## src/led_blink_breathe_pattern_unit_assert.svh

```systemverilog
// Assertion macros for the LED pattern unit.
// Used by led_blink_breathe_pattern_unit.sv; expects clk and arst_n in scope.
`ifndef LED_BLINK_BREATHE_PATTERN_UNIT_ASSERT_SVH
`define LED_BLINK_BREATHE_PATTERN_UNIT_ASSERT_SVH

// The consequent must hold in the same cycle as the antecedent.
`define LBBP_ASSERT_NOW(label, ante, cons, msg) \
	label: assert property (@(posedge clk) disable iff (!arst_n) (ante) |-> (cons)) \
		else $error(msg);

// The consequent must hold in the cycle after the antecedent.
`define LBBP_ASSERT_NEXT(label, ante, cons, msg) \
	label: assert property (@(posedge clk) disable iff (!arst_n) (ante) |=> (cons)) \
		else $error(msg);

`endif

```

## src/lbbp_pkg.sv

```systemverilog
// Shared types, constants and brightness tables of the LED pattern unit.
// No dependencies; used by lbbp_step_logic, the top level and the testbench.
`timescale 1ns / 1ps

package lbbp_pkg;

	// Pattern modes as written to the mode register.
	typedef enum logic [1:0] {
		MODE_OFF   = 2'd0,
		MODE_ON    = 2'd1,
		MODE_BLINK = 2'd2,
		MODE_PULSE = 2'd3
	} mode_t;

	// Configuration register indexes.
	typedef enum logic [1:0] {
		REG_PATTERN_MODE = 2'd0,
		REG_LED_COLOR    = 2'd1,
		REG_CYCLE_LIMIT  = 2'd2,
		REG_BLINK_HALF   = 2'd3
	} reg_idx_t;

	localparam int unsigned BREATH_SPAN_MS   = 2800;
	localparam int unsigned PWM_CLK_PER_MS   = 128;
	localparam int unsigned MAX_TICK_MS      = 10;
	localparam int unsigned GREEN_STEPS      = 48;
	localparam int unsigned RED_STEPS        = 47;
	localparam logic [7:0]  FULL_DUTY        = 8'd255;
	localparam logic [15:0] BLINK_HALF_RESET = 16'd250;

	localparam int unsigned BREATH_SPAN_PWM = BREATH_SPAN_MS * PWM_CLK_PER_MS;
	localparam int unsigned GREEN_BASE   = BREATH_SPAN_PWM / GREEN_STEPS;
	localparam int unsigned GREEN_REM    = BREATH_SPAN_PWM % GREEN_STEPS;
	localparam int unsigned RED_BASE     = BREATH_SPAN_PWM / RED_STEPS;
	localparam int unsigned RED_REM      = BREATH_SPAN_PWM % RED_STEPS;
	localparam int unsigned MAX_BASE     = (GREEN_BASE > RED_BASE) ? GREEN_BASE : RED_BASE;
	localparam int unsigned TICK_CAP_PWM = MAX_TICK_MS * PWM_CLK_PER_MS;

	localparam int unsigned IDX_W   = 6;
	localparam int unsigned CARRY_W = 6;
	localparam int unsigned TICK_W  = $clog2(TICK_CAP_PWM + 1);
	// The step counter stays below one step spacing plus one tick's worth.
	localparam int unsigned TSS_W   = $clog2(MAX_BASE + 2 + TICK_CAP_PWM);

	localparam logic [7:0] GREEN_ENV [GREEN_STEPS] = '{
		8'd1, 8'd1, 8'd2, 8'd3, 8'd5, 8'd8, 8'd12, 8'd17, 8'd23, 8'd30, 8'd38, 8'd47,
		8'd57, 8'd68, 8'd80, 8'd93, 8'd107, 8'd122, 8'd138, 8'd155, 8'd173, 8'd192,
		8'd212, 8'd233, 8'd255, 8'd233, 8'd212, 8'd192, 8'd173, 8'd155, 8'd138,
		8'd122, 8'd107, 8'd93, 8'd80, 8'd68, 8'd57, 8'd47, 8'd38, 8'd30, 8'd23,
		8'd17, 8'd12, 8'd8, 8'd5, 8'd3, 8'd2, 8'd1
	};

	localparam logic [7:0] RED_ENV [RED_STEPS] = '{
		8'd1, 8'd2, 8'd4, 8'd7, 8'd11, 8'd16, 8'd22, 8'd29, 8'd37, 8'd46, 8'd56, 8'd67,
		8'd79, 8'd92, 8'd106, 8'd121, 8'd137, 8'd154, 8'd172, 8'd191, 8'd211, 8'd232,
		8'd248, 8'd255, 8'd248, 8'd232, 8'd211, 8'd191, 8'd172, 8'd154, 8'd137,
		8'd121, 8'd106, 8'd92, 8'd79, 8'd67, 8'd56, 8'd46, 8'd37, 8'd29, 8'd22,
		8'd16, 8'd11, 8'd7, 8'd4, 8'd2, 8'd1
	};

	typedef struct packed {
		mode_t       pattern_mode;
		logic        led_color;
		logic [15:0] cycle_limit;
		logic [15:0] blink_half_period_ms;
	} cfg_t;

	typedef struct packed {
		mode_t              active_mode;
		logic               lit_flag;
		logic [15:0]        blink_ms_count;
		logic [15:0]        cycles_done;
		logic [IDX_W-1:0]   table_index;
		logic               index_rising;
		logic [TSS_W-1:0]   ticks_since_step;
		logic [CARRY_W-1:0] remainder_carry;
	} state_t;

	typedef struct packed {
		logic       led_lit;
		logic       drive_color;
		logic [7:0] duty;
		logic       pattern_done;
	} result_t;

	// Number of table entries for the selected color.
	function automatic logic [IDX_W-1:0] table_steps(input logic color);
		return color ? IDX_W'(RED_STEPS) : IDX_W'(GREEN_STEPS);
	endfunction

	// Brightness table lookup; entries past the end read as dark.
	function automatic logic [7:0] env_duty(input logic color, input logic [IDX_W-1:0] idx);
		logic [7:0] val;
		val = 8'd0;
		if (color) begin
			if (idx < IDX_W'(RED_STEPS)) val = RED_ENV[idx];
		end else begin
			if (idx < IDX_W'(GREEN_STEPS)) val = GREEN_ENV[idx];
		end
		return val;
	endfunction

endpackage

```

## src/led_blink_breathe_pattern_unit.sv

```systemverilog
// A tick beat is registered in the input stage, then its result in the result register.
// Throughput: one tick beat per cycle while results are taken; the input stage refills
// while a result waits. The rate is set by the single pass through lbbp_step_logic between them.
// Reset (arst_n low, asynchronous): pattern off, blink half period 250 ms, counters zero.
// Configuration writes are accepted in every cycle and restart the pattern.
`timescale 1ns / 1ps
`include "led_blink_breathe_pattern_unit_assert.svh"

module led_blink_breathe_pattern_unit (
	input  logic        clk,
	input  logic        arst_n,
	// Configuration write channel.
	input  logic        cfg_valid,
	output logic        cfg_ready,
	input  logic [1:0]  cfg_index,
	input  logic [15:0] cfg_data,
	// Tick channel.
	input  logic        in_valid,
	output logic        in_ready,
	input  logic [3:0]  elapsed_ms,
	// Result channel.
	output logic        out_valid,
	input  logic        out_ready,
	output logic        led_lit,
	output logic        drive_color,
	output logic [7:0]  duty,
	output logic        pattern_done
);

	// Configuration registers and the pattern state they restart.
	lbbp_pkg::cfg_t    cfg_q;
	lbbp_pkg::cfg_t    cfg_next;
	lbbp_pkg::state_t  state_q;
	lbbp_pkg::state_t  state_restart;
	lbbp_pkg::state_t  state_step;
	lbbp_pkg::result_t res_step;
	lbbp_pkg::result_t res_q;

	// Input stage holding one tick beat.
	logic       valid_s1;
	logic [3:0] ms_s1;
	logic       out_valid_q;

	logic cfg_write;
	logic advance;

	// The configuration port never stalls; the user must write only while idle, which the block does not enforce.
	assign cfg_ready = 1'b1;
	assign cfg_write = cfg_valid && cfg_ready;

	// The input stage moves into the result register whenever that register is
	// empty or its beat is being taken in this cycle.
	assign advance  = valid_s1 && (!out_valid_q || out_ready);
	assign in_ready = !valid_s1 || advance;

	// Apply the incoming write to form the register values after this edge.
	always_comb begin
		cfg_next = cfg_q;
		if (cfg_write) begin
			unique case (cfg_index)
				lbbp_pkg::REG_PATTERN_MODE: cfg_next.pattern_mode = lbbp_pkg::mode_t'(cfg_data[1:0]);
				lbbp_pkg::REG_LED_COLOR:    cfg_next.led_color = cfg_data[0];
				lbbp_pkg::REG_CYCLE_LIMIT:  cfg_next.cycle_limit = cfg_data;
				lbbp_pkg::REG_BLINK_HALF:   cfg_next.blink_half_period_ms = cfg_data;
				default:                    cfg_next = cfg_q;
			endcase
		end
	end

	// Restart state: all counters clear; steady on and pulse start lit, and the
	// pulse starts at the last entry of its table, stepping down the index.
	always_comb begin
		state_restart             = '0;
		state_restart.active_mode = cfg_next.pattern_mode;
		state_restart.lit_flag    = (cfg_next.pattern_mode == lbbp_pkg::MODE_ON) ||
		                            (cfg_next.pattern_mode == lbbp_pkg::MODE_PULSE);
		if (cfg_next.pattern_mode == lbbp_pkg::MODE_PULSE) begin
			state_restart.table_index = lbbp_pkg::table_steps(cfg_next.led_color) -
			                            lbbp_pkg::IDX_W'(1);
		end
	end

	lbbp_step_logic u_step (
		.cfg        (cfg_q),
		.cur        (state_q),
		.elapsed_ms (ms_s1),
		.nxt        (state_step),
		.res        (res_step)
	);

	always_ff @(posedge clk or negedge arst_n) begin
		if (!arst_n) begin
			cfg_q.pattern_mode         <= lbbp_pkg::MODE_OFF;
			cfg_q.led_color            <= 1'b0;
			cfg_q.cycle_limit          <= 16'd0;
			cfg_q.blink_half_period_ms <= lbbp_pkg::BLINK_HALF_RESET;
			state_q                    <= '0;
		end else if (cfg_write) begin
			cfg_q   <= cfg_next;
			state_q <= state_restart;
		end else if (advance) begin
			state_q <= state_step;
		end
	end

	always_ff @(posedge clk or negedge arst_n) begin
		if (!arst_n) begin
			valid_s1    <= 1'b0;
			out_valid_q <= 1'b0;
		end else begin
			if (in_ready) valid_s1 <= in_valid;
			if (advance) out_valid_q <= 1'b1;
			else if (out_ready) out_valid_q <= 1'b0;
		end
	end

	// Payload registers carry no reset.
	always_ff @(posedge clk) begin
		if (in_valid && in_ready) ms_s1 <= elapsed_ms;
		if (advance) res_q <= res_step;
	end

	assign out_valid    = out_valid_q;
	assign led_lit      = res_q.led_lit;
	assign drive_color  = res_q.drive_color;
	assign duty         = res_q.duty;
	assign pattern_done = res_q.pattern_done;

	// A waiting tick beat must not be dropped while the result is stalled.
	`LBBP_ASSERT_NEXT(a_hold_s1, valid_s1 && out_valid_q && !out_ready && !cfg_write, valid_s1, "tick beat lost during stall")

	// A dark result never carries brightness.
	`LBBP_ASSERT_NOW(a_dark_duty, out_valid_q && !res_q.led_lit, res_q.duty == 8'd0, "dark result with nonzero duty")

	// A finished pattern always reports dark.
	`LBBP_ASSERT_NOW(a_done_dark, out_valid_q && res_q.pattern_done, !res_q.led_lit, "finished pattern reported lit")

	// The table index stays inside the table of the selected color.
	`LBBP_ASSERT_NOW(a_idx_range, state_q.active_mode == lbbp_pkg::MODE_PULSE, state_q.table_index < lbbp_pkg::table_steps(cfg_q.led_color), "table index out of range")

	// The step carry stays below the table length.
	`LBBP_ASSERT_NOW(a_carry_range, state_q.active_mode == lbbp_pkg::MODE_PULSE, lbbp_pkg::IDX_W'(state_q.remainder_carry) < lbbp_pkg::table_steps(cfg_q.led_color), "remainder carry out of range")

endmodule

```

## src/lbbp_step_logic.sv

```systemverilog
// Next-state and result logic for one tick of the LED pattern unit.
// Purely combinational; depends on lbbp_pkg.
`timescale 1ns / 1ps

module lbbp_step_logic (
	input  lbbp_pkg::cfg_t    cfg,
	input  lbbp_pkg::state_t  cur,
	input  logic [3:0]        elapsed_ms,
	output lbbp_pkg::state_t  nxt,
	output lbbp_pkg::result_t res
);

	logic [15:0]                  cyc_inc;
	logic                         limit_on;
	logic                         limit_hit;
	logic [16:0]                  blink_sum;
	logic [3:0]                   ms_cap;
	logic [lbbp_pkg::TICK_W-1:0]  ticks;
	logic [lbbp_pkg::IDX_W-1:0]   steps;
	logic [lbbp_pkg::TSS_W-1:0]   base;
	logic [lbbp_pkg::CARRY_W-1:0] rem;
	logic [lbbp_pkg::TSS_W-1:0]   tss_sum;
	logic [lbbp_pkg::CARRY_W:0]   carry_sum;
	logic                         wrap;
	logic [lbbp_pkg::CARRY_W-1:0] carry_new;
	logic [lbbp_pkg::TSS_W-1:0]   need;
	logic                         fire;
	logic [lbbp_pkg::IDX_W-1:0]   idx_step;
	logic                         at_low;
	logic                         at_high;
	logic [7:0]                   duty_v;

	// Cycle counting shared by blink and pulse.
	assign cyc_inc   = cur.cycles_done + 16'd1;
	assign limit_on  = (cfg.cycle_limit != 16'd0);
	assign limit_hit = limit_on && (cyc_inc >= cfg.cycle_limit);

	assign blink_sum = {1'b0, cur.blink_ms_count} + 17'(elapsed_ms);

	// Pulse step spacing: whole PWM ticks plus a fractional carry.
	assign ms_cap  = (elapsed_ms > 4'(lbbp_pkg::MAX_TICK_MS)) ? 4'(lbbp_pkg::MAX_TICK_MS)
	                                                         : elapsed_ms;
	assign ticks   = lbbp_pkg::TICK_W'(lbbp_pkg::TICK_W'(ms_cap) *
	                                   lbbp_pkg::TICK_W'(lbbp_pkg::PWM_CLK_PER_MS));
	assign steps   = lbbp_pkg::table_steps(cfg.led_color);
	assign base    = cfg.led_color ? lbbp_pkg::TSS_W'(lbbp_pkg::RED_BASE)
	                               : lbbp_pkg::TSS_W'(lbbp_pkg::GREEN_BASE);
	assign rem     = cfg.led_color ? lbbp_pkg::CARRY_W'(lbbp_pkg::RED_REM)
	                               : lbbp_pkg::CARRY_W'(lbbp_pkg::GREEN_REM);
	assign tss_sum = cur.ticks_since_step + lbbp_pkg::TSS_W'(ticks);

	assign carry_sum = {1'b0, cur.remainder_carry} + {1'b0, rem};
	assign wrap      = (carry_sum >= {1'b0, steps});
	assign carry_new = wrap ? lbbp_pkg::CARRY_W'(carry_sum - {1'b0, steps})
	                        : lbbp_pkg::CARRY_W'(carry_sum);

	always_comb begin
		need = base + lbbp_pkg::TSS_W'(wrap);
		if (need == '0) need = lbbp_pkg::TSS_W'(1);
	end

	assign fire = (tss_sum >= need);

	// The index bounces at both ends of the table.
	always_comb begin
		idx_step = cur.index_rising ? cur.table_index + lbbp_pkg::IDX_W'(1)
		                            : cur.table_index - lbbp_pkg::IDX_W'(1);
		if (idx_step >= steps) idx_step = steps - lbbp_pkg::IDX_W'(1);
	end

	assign at_low  = (idx_step == '0);
	assign at_high = (idx_step == steps - lbbp_pkg::IDX_W'(1));

	always_comb begin
		nxt    = cur;
		duty_v = 8'd0;
		unique case (cur.active_mode)
			lbbp_pkg::MODE_OFF: begin
				nxt.lit_flag = 1'b0;
			end
			lbbp_pkg::MODE_ON: begin
				nxt.lit_flag = 1'b1;
				duty_v       = lbbp_pkg::FULL_DUTY;
			end
			lbbp_pkg::MODE_BLINK: begin
				if (blink_sum >= {1'b0, cfg.blink_half_period_ms}) begin
					nxt.lit_flag       = !cur.lit_flag;
					nxt.blink_ms_count = 16'd0;
					// An on-to-off edge closes one blink cycle.
					if (cur.lit_flag && limit_on) begin
						nxt.cycles_done = cyc_inc;
						if (limit_hit) begin
							nxt.active_mode = lbbp_pkg::MODE_OFF;
							nxt.lit_flag    = 1'b0;
						end
					end
				end else begin
					nxt.blink_ms_count = blink_sum[15:0];
				end
				duty_v = lbbp_pkg::FULL_DUTY;
			end
			lbbp_pkg::MODE_PULSE: begin
				nxt.lit_flag         = 1'b1;
				nxt.ticks_since_step = tss_sum;
				if (fire) begin
					nxt.ticks_since_step = tss_sum - need;
					nxt.remainder_carry  = carry_new;
					nxt.table_index      = idx_step;
					if (at_low || at_high) nxt.index_rising = !cur.index_rising;
					// Arriving at the bottom of the table closes one pulse cycle.
					if (at_low && limit_on) begin
						nxt.cycles_done = cyc_inc;
						if (limit_hit) begin
							nxt.active_mode = lbbp_pkg::MODE_OFF;
							nxt.lit_flag    = 1'b0;
						end
					end
				end
				duty_v = lbbp_pkg::env_duty(cfg.led_color, nxt.table_index);
			end
		endcase

		res.led_lit      = nxt.lit_flag;
		res.drive_color  = cfg.led_color;
		res.duty         = nxt.lit_flag ? duty_v : 8'd0;
		res.pattern_done = (nxt.active_mode == lbbp_pkg::MODE_OFF) &&
		                   (cfg.pattern_mode != lbbp_pkg::MODE_OFF);
	end

endmodule

```

## config.mk

```make
export PLATFORM = sky130hd
export DESIGN_NAME = led_blink_breathe_pattern_unit
export DESIGN_NICKNAME = d
export VERILOG_FILES = /design/src/lbbp_pkg.sv /design/src/led_blink_breathe_pattern_unit.sv /design/src/lbbp_step_logic.sv
export VERILOG_INCLUDE_DIRS = /design/src /design/src/src
export SDC_FILE = /design/constraint.sdc
export NUM_CORES = 1
export LEC_CHECK = 0
export BUFFER_PORTS_ARGS = -buffer_cell sky130_fd_sc_hd__buf_2
export CORE_MARGIN = 2
export CORE_UTILIZATION = 35
export DETAILED_ROUTE_END_ITERATION = 8
export PLACE_DENSITY = 0.54
export REMOVE_ABC_BUFFERS = 1
export SKIP_CTS_REPAIR_TIMING = 1
export SLEW_MARGIN = 5
export SYNTH_ARGS = -nofsm -noshare
export SYNTH_HDL_FRONTEND = slang
export SYNTH_SLANG_ARGS = --single-unit
```

## constraint.sdc

```tcl
create_clock -name clk -period 18.65 [get_ports clk]
set_input_delay 2.7975 -clock clk [delete_from_list [all_inputs] [get_ports clk]]
set_output_delay 2.7975 -clock clk [all_outputs]
set_load 0.1 [all_outputs]
```

==> impl_metrics.tcl, run 1 <==
set metrics [dict create \
    run_status "finished clean" \
    critPathMaxFanout 17 \
    cp-start-kind "flip-flop" \
    detailed_place_hpwl_mm 16.9 \
    core_area_um2 24500 \
    grt_max_degree 56 \
    dpl_cell_area_um2 9260 \
    setup-violations-final 0 \
    wl_per_cell_um 17.4 \
    insertion_delay_ns 0.42 \
    cts-root-buf "clkbuf_16" \
    worst_slew_pin_slew_ns 1.12 \
    seq_power_share 0.302 \
    cellPowerDensity_nw_per_um2 102 \
    drt_iter0_drc 520 \
    numCtsBuffers 17 \
    clk_pin_slew_ns 0.06 \
    end_kind "flip-flop" \
    syn_to_final_growth_pct 12.9 \
    r2r_end "duty[3]" \
    synth_top_area_share 0.266 \
    synth_edf_count 15 \
    min_path_type "flip-flop to flip-flop" \
    clkPwrFrac 0.350 \
    ys_types 83 \
    synth_common_cells "dfrtp_1 (93), ha_1 (79), inv_1 (77)" \
    switching_share 0.379 \
    routabilityCongestion 0.941 \
    drcViolationCount 0 \
    clk_path_buf_depth 2 \
    max_freq_ghz 0.121 \
    fin_setup_tns_ns 0 \
    p_int_uw 626 \
    syn_area_per_cell_um2 9.11 \
    cap_violations 0 \
    grt_usage 0.181 \
    finalNetCount 1102 \
    slew_headroom 0.256 \
    synth.most_common_cell "dfrtp_1" \
    drive_above_1_share 0.150 \
    p_leak_nw 4.39 \
    firstDrtPassIters 5 \
    rr_worst_depth 25 \
    start_util 0.358 \
    dr_wl_met3_mm 1.42 \
    skew_ns 0.0126 \
    h-tree-depth 4 \
    antenna_found_initial 3 \
    synth_ff_type "dfrtp_1" \
    die_x_um 162 \
    die_h_um 162 \
    p_switching_uw 382 \
    crit_type "flip-flop to flip-flop" \
    ir_drop_v 0.0000596 \
    syn_area_um2 8760 \
    worstPathArrival_ns 8.41 \
    finalCritPeriodShare 0.442 \
    vias 7329 \
    route.met2.wl_mm 10.7 \
    cp.required_ns 18.82 \
    dp_cells 1296 \
    ant_nets 0 \
    wl_met1_mm 10.5 \
    timing.rr.start "cfg_q[32]" \
    die_area_um2 26300 \
    cts_tree "built" \
    finalWirelength_mm 23.1 \
    async_flop_share 0.868 \
    fin_util 0.404 \
    io_pins 41 \
    stdcell_count 1329 \
    top_layer "met5" \
    row_count 57 \
    maxSlewViolCount 0 \
    synth_top_cell_by_area "dfrtp_1" \
    grt-ovfl-total 0 \
    min_path_cells 2 \
    netlist_instances 962 \
    hold_viol_final 0 \
    fin_area_um2 9890 \
    p_comb_frac 0.347 \
    via_per_inst 5.51 \
    cts_sinks 114 \
    hold_start "state_q[32]" \
    rrSetupSlack_ns 10.41 \
    fin_crit_ns 8.24 \
    grt_pass1_wl_mm 37.9 \
    port_buffers 39 \
    seq_area_frac_synth 0.335 \
    power_mw 1.01 \
    synth_seq_cells 114 \
    worstHoldEndpoint "state_q[32]" \
    yosysWarnings 0 \
    synthTopCellsByArea "dfrtp_1 (27%), ha_1 (11%), edfxtp_1 (5.1%)" \
    grt_pass1_vias 7276 \
    rsz0062_at_grt "no" \
]
[layout by cell type (no fill, tap or decap), types with 6 or more instances in the layout]
master,synthesis,layout
dfstp_2,6,6
inv_1,77,77
nand4_1,8,8
a31oi_1,9,9
ha_1,79,79
buf_4,4,10
o211ai_1,11,11
o21a_1,10,10
nor3_1,11,11
nand2_1,76,76
and3_1,6,6
xor2_1,27,27
a211oi_1,16,16
inv_6,0,6
nand2b_1,25,25
nand3_1,25,25
xnor2_1,34,34
a22o_1,17,17
mux2_2,39,39
o21ai_0,53,52
buf_2,10,38
o21ai_1,10,11
nor2b_1,10,10
dfrtp_1,93,93
nor2_1,55,55
a21oi_1,62,61
edfxtp_1,15,15
a21o_1,15,15
nor4_1,9,8
and2_1,6,6
clkbuf_16,0,18
mux2i_1,6,6
[flip-flops by register name, indices dropped and copies added (netlist names)]
name / flops
out_valid: 1
drive_color: 1
led_lit: 1
state_q: 62
ms_s1: 4
valid_s1: 1
duty: 8
pattern_done: 1
cfg_q: 35
[power by group through the flow]
stage | sequential (mW) | clock (mW) | combinational [mW]
final | 0.305 | 0.353 | 0.350
after global routing | 0.309 | 0.370 | 0.386
after CTS | 0.305 | 0.359 | 0.347
after detailed placement | 0.309 | 0 | 0.345
after global placement | 0.309 | 0 | 0.346
after floorplan | 0.330 | 0 | 0.230
[routing by layer]
| layer | vias to the layer above | track usage |
|---|---|---|
| li1 | 3568 | - |
| met1 | 3506 | 0.233 |
| met2 | 215 | 0.295 |
| met3 | 38 | 0.0503 |
| met4 | 2 | 0.0539 |
| met5 | - | 0 |
[stage by stage]
step                setup WS, ns  hold slack [ns]
floorplan                  11.45            0.449
global placement           10.81            0.469
detailed placement         10.51            0.473
CTS                        10.50            0.489
global route                9.84            0.513
finish                     10.41            0.483
[critical path, stage by stage (launching register included)]
cell and delay, ns:
dfrtp_1 0.52, ha_1 0.31, ha_1 0.32, ha_1 0.29, nor2b_1 0.13, o21ai_0 0.16, nand2b_1 0.11, a21o_1 0.18
a21oi_1 0.19, o21ai_0 0.12, a221o_1 0.50, ha_1 0.34, ha_1 0.18, fa_1 0.19, nand2b_1 0.16, a21oi_1 0.10
o31a_1 0.32, o2111ai_1 0.79, nand2_1 0.60, a22oi_1 0.76, inv_1 0.19, ha_1 0.65, a222oi_1 0.19, o31ai_1 0.28
o221ai_1 0.15, a32o_1 0.27
[area by class of cell]
type / count / area (um^2)
Clock buffer: 20 / 458
Inverter: 79 / 297
Tap cell: 324 / 405
Multi-Input combinational cell: 731 / 5360
Timing Repair Buffer: 48 / 265
Antenna cell: 1 / 2.50
Sequential cell: 114 / 2940
Fill cell: 2442 / 14600
Clock inverter: 12 / 166
[logic make-up (layout without fill, tap and decap cells)]
logic type	count (synthesis)	in the layout	share of synthesized area
xor gates and xnor gates	61	61	0.0610
AOI/OAI and AO/OA	287	287	0.228
buffers and inverters	117	159	0.0541
muxes	45	45	0.0570
other	1	2	0.000428
DFF	114	114	0.335
adders and majority gates	84	84	0.124
and+or+nand+nor	253	253	0.141
[worst max path at each step]
| stage | startpoint | end | slack (ns) | depth (start not counted) |
|---|---|---|---|---|
| floorplan | cfg_q[32] | duty[3] | 11.45 | 25 |
| global placement | cfg_q[32] | duty[3] | 10.81 | 25 |
| detailed placement | cfg_q[32] | duty[3] | 10.51 | 25 |
| CTS | cfg_q[32] | duty[3] | 10.50 | 25 |
| global route | cfg_q[32] | duty[3] | 9.84 | 25 |
| finish | cfg_q[32] | duty[3] | 10.41 | 25 |
Power figures use the tool's default switching activity.
==> run 2: changes to the inputs <==
Clock period 18.65 ns to 8.59 ns, I/O delays scaled along.
==> impl_metrics.tcl, run 2 (synthesis results as in run 1) <==
set metrics [dict create \
    drt_iter0_drc 608 \
    vias 7331 \
    cap_violations 0 \
    cts_sinks 114 \
    cts_tree "built" \
    grt-ovfl-total 0 \
    numCtsBuffers 17 \
    grt_pass1_wl_mm 38.7 \
    ir_drop_v 0.000116 \
    drive_above_1_share 0.150 \
    grt_pass1_vias 7324 \
    insertion_delay_ns 0.43 \
    nFillCells 2447 \
    worst_slew_pin_slew_ns 1.21 \
    setup-violations-final 0 \
    ant_nets 0 \
    start_util 0.358 \
    globalRouteMet1Util 0.245 \
    r2r_end "duty[3]" \
    finalCritPeriodShare 0.885 \
    rrSetupSlack_ns 0.99 \
    h-tree-depth 4 \
    use_met3 0.0424 \
    fin_util 0.408 \
    crit_type "flip-flop to flip-flop" \
    layout_commonest_cell "dfrtp_1" \
    die_area_um2 26300 \
    hold_start "state_q[41]" \
    cp.required_ns 8.77 \
    die_x_um 162 \
    port_buffers 39 \
    max_freq_ghz 0.132 \
    worstPathArrival_ns 7.78 \
    cellPowerDensity_nw_per_um2 226 \
    final_cell_mix "dfrtp_1 (93), ha_1 (79), inv_1 (77), nand2_1 (76), a21oi_1 (61)" \
    min_path_cells 2 \
    worstHoldEndpoint "state_q[41]" \
    rsz0062_at_grt "no" \
    clk_path_buf_depth 2 \
    drcViolationCount 0 \
    wl_per_cell_um 17.6 \
    hold_viol_final 0 \
    grt_usage 0.184 \
    timing.rr.start "cfg_q[32]" \
    syn_to_final_growth_pct 13.9 \
    rr_worst_depth 25 \
    grt_max_degree 52 \
    finalWirelength_mm 23.4 \
    routabilityCongestion 0.914 \
    die_h_um 162 \
    io_pins 41 \
    detailed_place_hpwl_mm 17.0 \
    fin_crit_ns 7.60 \
    antenna_found_initial 4 \
    row_count 57 \
    met2_usage 0.295 \
    end_kind "flip-flop" \
    maxSlewViolCount 0 \
    via_per_inst 5.51 \
    top_usage_layer "met2" \
    top_register "state_q" \
    largest_reg_flops 62 \
    slew_headroom 0.191 \
    min_path_type "flip-flop to flip-flop" \
    clk_pin_slew_ns 0.06 \
    cp-start-kind "flip-flop" \
    firstDrtPassIters 5 \
    cts-root-buf "clkbuf_16" \
    core_area_um2 24500 \
    fin_setup_tns_ns 0 \
    run_status "finished clean" \
    p_leak_nw 4.42 \
    critPathMaxFanout 14 \
    skew_ns 0.0153 \
    finalNetCount 1103 \
]
run 2: changes by cell type in the layout (fill, tap and decap cells not counted):
cell,before,now
clkbuf_1,2,3
o21ai_1,11,10
clkbuf_16,18,20
a21oi_4,0,1
inv_6,6,0
a21oi_2,3,2
clkbuf_8,0,3
diode_2,1,2
o21ai_0,52,53
bufinv_16,3,4
buf_4,10,11
inv_4,1,0
run 2: worst max-delay path by stage:
stage,from,end,slack (ns),cells after the start
after floorplan,cfg_q[32],duty[3],1.39,25
after global placement,cfg_q[32],duty[3],1.16,25
after detailed placement,cfg_q[32],duty[3],1.03,25
after CTS,cfg_q[32],duty[3],1.01,25
after global routing,cfg_q[32],duty[3],0.41,25
final,cfg_q[32],duty[3],0.99,25
run 2: layer usage:
layer,vias up,wire length (um)
met2,196,10800
met1,3507,10800
li1,3567,-
met5,-,27
met4,4,640
met3,57,1220
run 2: stage by stage:
step	hold slack (ns)	power [mW]	std cells	instance area [um^2]	setup WS [ns]
floorplan	0.449	1.22	924	8580	1.39
global placement	0.468	1.42	1297	9270	1.16
detailed placement	0.476	1.42	1297	9270	1.03
CTS	0.490	2.27	1329	9960	1.01
global route	0.516	2.38	1331	9970	0.411
finish	0.486	2.26	1331	9970	0.987
run 2: report_power, final:
part           leakage, nW  internal, mW  switching [mW]
Clock                0.336         0.563           0.267
Combinational         2.66         0.269           0.493
Sequential            1.42         0.609          0.0532
Total                 4.42          1.44           0.814
run 2: critical path: stages, from the launching register on:
cell and delay (ns):
dfrtp_1 0.53, ha_1 0.33, ha_1 0.33, ha_1 0.30, nor2b_1 0.13, o21ai_0 0.16, nand2b_1 0.11, a21o_1 0.18
a21oi_1 0.20, o21ai_0 0.12, a221o_1 0.50, ha_1 0.33, ha_1 0.21, fa_1 0.38, nand2b_1 0.19, a21oi_1 0.19
o31a_1 0.21, o2111a_1 0.47, o22ai_1 0.15, a22oi_1 0.62, inv_1 0.18, ha_1 0.61, a222oi_1 0.18, o31ai_1 0.25
o221ai_1 0.18, a32o_1 0.30
run 2: final cells by class:
cell class / count / area [um^2] / share of cell area
Multi-Input combinational cell: 731 / 5370 / 0.538
Sequential cell: 114 / 2940 / 0.294
Clock buffer: 26 / 553 / 0.0555
Tap cell: 324 / 405 / 0.0406
Inverter: 79 / 297 / 0.0297
Timing Repair Buffer: 49 / 273 / 0.0273
Clock inverter: 6 / 138 / 0.0138
Antenna cell: 2 / 5.00 / 0.000502
==> run 3: changes to the inputs <==
Settings changed: BUFFER_PORTS_ARGS -buffer_cell sky130_fd_sc_hd__buf_2 to -buffer_cell sky130_fd_sc_hd__buf_4.
==> impl_metrics.tcl, run 3 (synthesis results as in run 1) <==
set metrics [dict create \
    run_status "finished clean" \
    antenna_found_initial 0 \
    crit_buf_inv 2 \
    grt_max_degree 82 \
    core_area_um2 24500 \
    firstDrtPassIters 5 \
    startpoint "cfg_q[32]" \
    cpPeakStageDelay_ns 0.75 \
    grt_pass1_wl_mm 37.7 \
    top_register "state_q" \
    final_cell_mix "dfrtp_1 (93), ha_1 (79), inv_1 (77), nand2_1 (76), a21oi_1 (61)" \
    start_util 0.358 \
    vias 7366 \
    die_h_um 162 \
    nFillCells 2479 \
    finalCritPeriodShare 0.892 \
    drive_above_1_share 0.155 \
    h-tree-depth 4 \
    grt_pass1_vias 7242 \
    crit_cells 26 \
    grt-ovfl-total 0 \
    numCtsBuffers 17 \
    rr_worst_depth 26 \
    port_buffers 39 \
    fin_crit_ns 7.66 \
    cts_tree "built" \
    wl_per_cell_um 17.1 \
    cap_violations 0 \
    rsz0062_at_grt "no" \
    die_x_um 162 \
    worst_slew_pin_slew_ns 1.07 \
    seq_area_um2 2940 \
    ant_nets 0 \
    finalWirelength_mm 22.8 \
    crit_family "compound AO/OA/AOI/OAI gates" \
    antenna_cells 0 \
    r2r_end "duty[3]" \
    setup-violations-final 0 \
    ir_drop_v 0.000154 \
    routabilityCongestion 0.988 \
    cp.required_ns 8.76 \
    cts_sinks 114 \
    skew_ns 0.0122 \
    clk_path_buf_depth 2 \
    rrSetupSlack_ns 0.93 \
    syn_to_final_growth_pct 13.5 \
    min_path_type "flip-flop to flip-flop" \
    cellPowerDensity_nw_per_um2 213 \
    cp_common_cell "ha_1" \
    cts-root-buf "clkbuf_16" \
    row_count 57 \
    drcViolationCount 0 \
    hold_viol_final 0 \
    drt_iter0_drc 596 \
    layout_commonest_cell "dfrtp_1" \
    maxSlewViolCount 0 \
    die_area_um2 26300 \
    slew_headroom 0.285 \
    io_pins 41 \
    p_leak_nw 4.40 \
    insertion_delay_ns 0.43 \
    timing.rr.start "cfg_q[32]" \
    cp-endpoint "duty[3]" \
    detailed_place_hpwl_mm 16.6 \
    cp-start-kind "flip-flop" \
    end_kind "flip-flop" \
    finalNetCount 1105 \
    crit_type "flip-flop to flip-flop" \
    worstPathArrival_ns 7.84 \
    critPathMaxFanout 17 \
    slowest_stage "a22oi_1" \
    grt_usage 0.179 \
    largest_reg_flops 62 \
    stdcell_count 1331 \
    hold_start "valid_s1" \
    fin_setup_tns_ns 0 \
    via_per_inst 5.53 \
    dp_cells 1299 \
    max_freq_ghz 0.130 \
    clk_pin_slew_ns 0.06 \
    multi_input_area_um2 5360 \
]
## run 3: power breakdown
group	switching (mW)	internal, mW	leakage [nW]	total (mW)
combinational	0.490	0.279	2.70	0.769
sequential	0.0540	0.609	1.42	0.663
clock	0.297	0.385	0.272	0.682
## run 3: per-stage QoR
step / total power [mW] / worst slack [ns] / utilization / hold slack [ns] / instance area [um^2]
finish: 2.11 / 0.926 / 0.406 / 0.484 / 9940
global route: 2.24 / 0.267 / 0.406 / 0.513 / 9940
CTS: 2.12 / 0.978 / 0.406 / 0.488 / 9940
detailed placement: 1.43 / 1.01 / 0.383 / 0.469 / 9380
global placement: 1.43 / 1.24 / 0.383 / 0.462 / 9380
floorplan: 1.22 / 1.39 / - / 0.449 / 8580
## run 3: cell type report
type,instances,share of cell area
clock buffers,18,0.0442
clock inverters,14,0.0122
inverters,79,0.0298
multi-input cells,731,0.539
flip-flops and latches,114,0.295
well taps,324,0.0408
repair buffers,51,0.0385
## run 3: worst min-delay path by stage
stage          slack, ns           to  depth (start not counted)
6_report            0.48    out_valid                          1
3_3_place_gp        0.46    out_valid                          1
4_1_cts             0.49    out_valid                          1
2_1_floorplan       0.45    out_valid                          1
3_5_place_dp        0.47    out_valid                          1
5_1_grt             0.51  state_q[32]                          2
## run 3: per-layer routing
| metal | global-route usage | wire [um] | up-vias |
|---|---|---|---|
| li1 | - | - | 3567 |
| met2 | 0.294 | 10800 | 228 |
| met3 | 0.0429 | 1340 | 52 |
| met1 | 0.233 | 10100 | 3519 |
| met5 | 0 | 0 | - |
| met4 | 0.0587 | 571 | 0 |
## run 3: worst register-to-register path: cells and delay by family (launching register included)
| family | cells | cell delay [ns] |
|---|---|---|
| AO/OA/AOI/OAI | 13 | 3.43 |
| adder cells (fa/ha/maj) | 7 | 2.20 |
| buffers and inverters | 2 | 0.42 |
| flip-flops | 1 | 0.65 |
| AND/OR/NAND/NOR | 4 | 0.73 |
